===== config.mk =====
export PLATFORM = sky130hd
export DESIGN_NAME = chkv_ctrl
export DESIGN_NICKNAME = d
export VERILOG_FILES = /design/src/rtl/chkv_pkg.sv /design/src/rtl/chkv_ctrl.sv
export SDC_FILE = /design/constraint.sdc
export NUM_CORES = 1
export LEC_CHECK = 0
export ABC_AREA = 0
export BUFFER_PORTS_ARGS = -buffer_cell sky130_fd_sc_hd__buf_2
export CELL_PAD_IN_SITES_DETAIL_PLACEMENT = 0
export CELL_PAD_IN_SITES_GLOBAL_PLACEMENT = 2
export CORE_MARGIN = 2
export CORE_UTILIZATION = 21
export DETAILED_ROUTE_END_ITERATION = 8
export HOLD_SLACK_MARGIN = 0.05
export PLACE_DENSITY = 0.86
export SYNTH_ARGS = -nofsm -noshare
export SYNTH_HDL_FRONTEND = slang
export SYNTH_SLANG_ARGS = --single-unit
export TNS_END_PERCENT = 50

===== constraint.sdc =====
create_clock -name clk -period 3.7 [get_ports clk]
set_input_delay 0.925 -clock clk [delete_from_list [all_inputs] [get_ports clk]]
set_output_delay 0.925 -clock clk [all_outputs]
set_load 0.02 [all_outputs]

===== src/rtl/chkv_pkg.sv =====
// chkv_pkg: shared constants, types and codes for the chained hash key-value table
// no dependencies
package chkv_pkg;
  localparam int unsigned BUCKETS = 4096;
  localparam int unsigned ENTRIES = 1024;
  localparam int unsigned BKT_W = $clog2(BUCKETS);
  localparam int unsigned ENT_W = $clog2(ENTRIES);
  localparam int unsigned LNK_W = ENT_W + 1;
  localparam logic [LNK_W-1:0] NO_ENTRY = LNK_W'(ENTRIES);
  localparam logic [LNK_W-1:0] FULL_CNT = LNK_W'(ENTRIES);

  localparam logic [1:0] OP_ADD = 2'd0;
  localparam logic [1:0] OP_GET = 2'd1;
  localparam logic [1:0] OP_REM = 2'd2;
  localparam logic [1:0] OP_NOP = 2'd3;

  localparam logic [1:0] ST_DONE    = 2'd0;
  localparam logic [1:0] ST_PRESENT = 2'd1;
  localparam logic [1:0] ST_ABSENT  = 2'd2;
  localparam logic [1:0] ST_FULL    = 2'd3;

  typedef struct packed {
    logic        load;      // capture input beat
    logic        clr_step;  // clearing pass write of one bucket head
    logic        advance;   // prev <= cur, cur <= link
    logic        take_head; // cur <= head read data
    logic        do_add;    // write new entry and link it at the head
    logic        do_rem;    // unlink cur and free it
    logic        set_res;   // register result
    logic [1:0]  res_status;
    logic        res_val;   // result carries the found value
  } chkv_cmd_t;

  typedef struct packed {
    logic        clr_last;
    logic [1:0]  op;
    logic        cur_null;
    logic        match;
    logic        steps_out;
    logic        pool_empty;
  } chkv_sts_t;
endpackage


===== src/rtl/chkv_ctrl.sv =====
// chkv_ctrl: sequencer for clearing pass, chain walk and update
// depends on chkv_pkg
module chkv_ctrl (
  input  logic                clk,
  input  logic                rst,
  input  logic                in_fire,
  output logic                in_ready,
  output logic                out_valid,
  input  logic                out_ready,
  input  chkv_pkg::chkv_sts_t sts,
  output chkv_pkg::chkv_cmd_t cmd
);
  typedef enum logic [2:0] {S_CLR, S_IDLE, S_HEAD, S_HWAIT, S_RD, S_CMP, S_POP, S_OUT}
    state_t;
  state_t state, state_next;

  assign in_ready = (state == S_IDLE) && !out_valid;

  always_comb begin
    cmd = '0;
    state_next = state;
    case (state)
      S_CLR: begin
        cmd.clr_step = 1'b1;
        if (sts.clr_last) state_next = S_IDLE;
      end
      S_IDLE: begin
        cmd.load = in_fire;
        if (in_fire) state_next = S_HEAD;
      end
      S_HEAD: begin
        if (sts.op == chkv_pkg::OP_NOP) begin
          cmd.set_res = 1'b1; cmd.res_status = chkv_pkg::ST_DONE;
          state_next = S_OUT;
        end else state_next = S_HWAIT;
      end
      S_HWAIT: begin
        cmd.take_head = 1'b1; state_next = S_RD;
      end
      S_RD: begin
        if (sts.cur_null || sts.steps_out) begin
          if (sts.op == chkv_pkg::OP_ADD) begin
            if (sts.pool_empty) begin
              cmd.set_res = 1'b1; cmd.res_status = chkv_pkg::ST_FULL;
              state_next = S_OUT;
            end else state_next = S_POP;
          end else begin
            cmd.set_res = 1'b1; cmd.res_status = chkv_pkg::ST_ABSENT;
            state_next = S_OUT;
          end
        end else state_next = S_CMP;
      end
      S_CMP: begin
        if (sts.match) begin
          cmd.set_res = 1'b1;
          case (sts.op)
            chkv_pkg::OP_ADD: cmd.res_status = chkv_pkg::ST_PRESENT;
            chkv_pkg::OP_GET: begin
              cmd.res_status = chkv_pkg::ST_DONE; cmd.res_val = 1'b1;
            end
            default: begin
              cmd.res_status = chkv_pkg::ST_DONE; cmd.do_rem = 1'b1;
            end
          endcase
          state_next = S_OUT;
        end else begin
          cmd.advance = 1'b1; state_next = S_RD;
        end
      end
      S_POP: begin
        cmd.do_add = 1'b1; cmd.set_res = 1'b1; cmd.res_status = chkv_pkg::ST_DONE;
        state_next = S_OUT;
      end
      S_OUT: state_next = S_IDLE;
      default: state_next = S_IDLE;
    endcase
  end

  always_ff @(posedge clk) begin
    if (rst) begin
      state <= S_CLR;
      out_valid <= 1'b0;
    end else begin
      state <= state_next;
      if (state == S_OUT) out_valid <= 1'b1;
      else if (out_ready) out_valid <= 1'b0;
    end
  end
endmodule


======== After elaboration in Yosys (flattened, before gate mapping) ========
Cells that the tools add are included.
storage, ports and cells
  register bits after elaboration ......... 4
  memories kept ........................... 0
  bits in read-only memories .............. 0
  bits in latches ......................... 0
  bits in writable memories ............... 0
operators by class
  bitwise gates (word level) .............. 0
  reductions and logical operators ........ 8
  muxes and demuxes ....................... 27
  $mul .................................... 0
  shifts and indexed selects .............. 0
  divide/modulo/power cells ............... 0
  magnitude comparators ................... 0
  add/subtract/negate cells ............... 0
  eq/ne operators ......................... 11
operator list
  cell                                                              count
  3-bit two-way mux                                                 9
  3-bit one-hot mux with 8 select lines                             1
  1-bit two-way mux                                                 14
  3-bit == test (second input constant)                             4
  3-bit one-hot mux with 4 select lines                             1
  3-bit by 2-bit == test with 1-bit output (second input constant)  2
  5-bit two-way mux                                                 1
  2-bit inequality test (second input constant)                     2
  3-bit by 1-bit == test with 1-bit output (second input constant)  1
  3-bit logical NOT                                                 1
  2-bit by 1-bit == test with 1-bit output (second input constant)  1
  2-bit == test (second input constant)                             1
  2-bit logical NOT                                                 1
  2-bit two-way mux                                                 1
  2-bit AND reduction                                               1
  2-bit nonzero test                                                1
  2-bit OR reduction                                                1
  1-bit logical AND                                                 1
  1-bit logical NOT                                                 1
  1-bit logical OR                                                  1

======== Longest topological paths before layout ========
  depth in word-level cells ............... 5
  depth in mapped cells ................... 4
  gate-level depth less buffers ........... 3

======== Worst setup path before layout ========
No wires, ideal clock.
  kind .................................... input port to output port
  start point ............................. input sts[5] in the netlist's numbering
  end point ............................... output cmd[3] in the netlist's numbering
  arrival ................................. 1801 ps
  stages .................................. 2
  setup slack ............................. 974 ps
  data required time ...................... 2775 ps
  path buffers ............................ 0
  cell sequence ........................... a21oi_1 o311ai_0
RTL lines
  item             line             RTL
  start, declared  chkv_ctrl.sv:10  input chkv_pkg::chkv_sts_t sts,
  end, declared    chkv_ctrl.sv:11  output chkv_pkg::chkv_cmd_t cmd

==> metrics.txt <==
area of all placed cells without fillers 499 sq um; row cnt 15; fin nets 85; Crit Path Category in -> out; CP startpoint kind input pin; wire per inst 10.7 microns; slowest CP cell or3_1; # fillers 198; Ports 23; CTS Buffer Depth 2; number of port buffers 22; Layout Cells excl Fill 89; Synth Instances 50; synthesized net count 61; area post-placement 477 sq um; max-slew violations 0; Tcrit/Tclk final 0.746; Antenna Nets Post-Route 0; HP Class reg -> reg; overall power 192 uW; unrepaired setup endpoints after global routing false; die width 46.1 microns; WHS Path Cells 2; Final Hold Fails 0; Mean Syn Cell Area 7.46 sq um; Max FO, Critical Path 5; die span in y 46.1 microns; Final Critical Period 2.76 ns; Rel. slew slack 0.702; register clock-pin slew on the reported worst setup and hold paths 0.04 ns; Synth Cell Area 373 sq um; MaxCap Viol Count 0; Post-CTS Setup Bufs 0; clk root buf clkbuf_4; Final WS setup 0.941 ns; fraction of layout instances using a drive strength above 1 0.417; crit-path cells buf_2 -> or3_1 -> nand3_1 -> o311ai_0 -> buf_2; CTS Buf Count 3; Initial DRT Pass Iterations 4; post-cts resize count 0; core area 1690 sq um; area occupied by multi-input gates 243 sq um; CP peak stage delay 0.38 ns; number of remaining DRC errors 0; Diodes inserted 0; status completed; Worst VDD drop 0.0000889 V; YS warnings 0; gr usage total 0.0919; crit-path most repeated cell buf_2; global route overflow 0; leakage power 0.238 nW; CTS sink count 4; vias in the first global route 351; Synth cell types 28; Worst-Skew Late Latency 0.23 ns; R2R cell count 3; first-pass GRT wire length 1440 microns; Routed WL 948 microns; dpl cells 86; data required time of the worst path 2.77 ns; register area 80.1 sq um; DR vias/cell 4.94; sequential area share after synthesis 0.215; Fmax 363 MHz; initial cell density of the core 0.221; count of state elements after synthesis 4; # setup viols final 0; hold_ws 0.486 ns; Starting DRT DRC Count 10; Worst Setup End Kind output pin; Area Growth Syn to Fin 33.9%; Final GP Congestion 0.686; die area 2130 sq um; largest net degree at the start of global routing 20; CTS tree built; DP HPWL 729 microns; Worst Path Arrival 1.83 ns; Final Util 0.296; initial antenna violation count 0; clk_skew 0.000987 ns; Place WS 0.945 ns; CTS H-tree depth 1; power per cell area 385 nW/um^2; Hold Buf Count CTS 0; Worst Tran Pin Value 0.446 ns; final setup TNS 0 ns; vias 440
==> metal layers <==
metal | track usage | up-vias | wire length (microns)
met2 | 0.147 | 18 | 438
met4 | 0.0343 | 0 | 9
met3 | 0.0157 | 2 | 66
met5 | 0 | - | 0
li1 | - | 229 | -
met1 | 0.122 | 191 | 434
==> critical path, delay by kind of cell <==
| kind | cells | cell delay (ns) |
|---|---|---|
| and+or+nand+nor | 2 | 0.48 |
| buffers and inverters | 2 | 0.31 |
| AOI/OAI and AO/OA | 1 | 0.11 |
==> registers in the layout, indices dropped and copies added, names as in the netlist <==
name	count
out_valid	1
state	3
==> layout by cell type, fill, tap and decap left out <==
cell,instances
or2_2,1
o22ai_1,1
nand4_1,1
nor4_2,1
inv_1,4
a21oi_1,5
nor2b_1,1
dfxtp_1,4
a21bo_2,1
a311oi_1,1
a21o_1,1
and3_1,1
nand2b_1,2
nor3b_4,1
nor2_1,3
nor3b_1,2
nand3_1,2
a31oi_1,1
nand2_1,2
a32oi_1,1
a211oi_1,1
o21ai_0,3
buf_2,22
o311ai_0,1
nor3_1,4
clkbuf_4,3
buf_4,1
or3_1,1
==> where the power goes <==
| part | switching [mW] | leakage (nW) | total, mW | internal (mW) |
|---|---|---|---|---|
| clock | 0.0174 | 0.0138 | 0.0536 | 0.0362 |
| sequential | 0.0134 | 0.0328 | 0.0621 | 0.0487 |
| combinational | 0.0451 | 0.191 | 0.0765 | 0.0314 |
| total | 0.0759 | 0.238 | 0.192 | 0.116 |
==> Yosys cell counts, drive strengths merged <==
| master | instances | share of area |
|---|---|---|
| a21oi | 5 | 0.067 |
| inv | 4 | 0.040 |
| a211oi | 1 | 0.020 |
| a21o | 1 | 0.020 |
| nand2 | 2 | 0.020 |
| or2 | 1 | 0.017 |
| o21ai | 3 | 0.040 |
| nor3b | 3 | 0.091 |
| nor4 | 1 | 0.034 |
| nand3 | 2 | 0.027 |
| nand4 | 1 | 0.017 |
| nand2b | 2 | 0.034 |
| and3 | 1 | 0.017 |
| dfxtp | 4 | 0.21 |
| a21bo | 1 | 0.027 |
| or3 | 1 | 0.017 |
| a31oi | 1 | 0.017 |
| o22ai | 1 | 0.017 |
| nor2 | 3 | 0.030 |
| nor3 | 4 | 0.054 |
| a32oi | 1 | 0.023 |
| a311oi | 1 | 0.023 |
| nor2b | 1 | 0.017 |
| o311ai | 1 | 0.023 |
| buf | 4 | 0.094 |
==> worst paths after layout <==
| check | startpoint | to | slack (ns) |
|---|---|---|---|
| hold / removal | out_valid | out_valid | 0.49 |
| setup / recovery | sts[4] | cmd[3] | 0.94 |
| setup reg to reg | state[0] | state[0] | 2.48 |
| hold reg to reg | out_valid | out_valid | 0.49 |
==> final cells by class <==
class / count / area share
multi-input cells: 38 / 0.486
inverters: 4 / 0.0301
flip-flops and latches: 4 / 0.160
well taps: 17 / 0.0426
repair buffers: 23 / 0.236
clock buffers: 3 / 0.0451
==> cell families (layout without fill, tap and decap cells) <==
| logic type | after synthesis | after routing | synth area share |
|---|---|---|---|
| buffers and inverters | 8 | 30 | 0.134 |
| flip-flops | 4 | 4 | 0.215 |
| AO/OA/AOI/OAI | 16 | 16 | 0.279 |
| AND/OR/NAND/NOR | 22 | 22 | 0.373 |
Note: power is estimated with default switching activity, not from simulation.
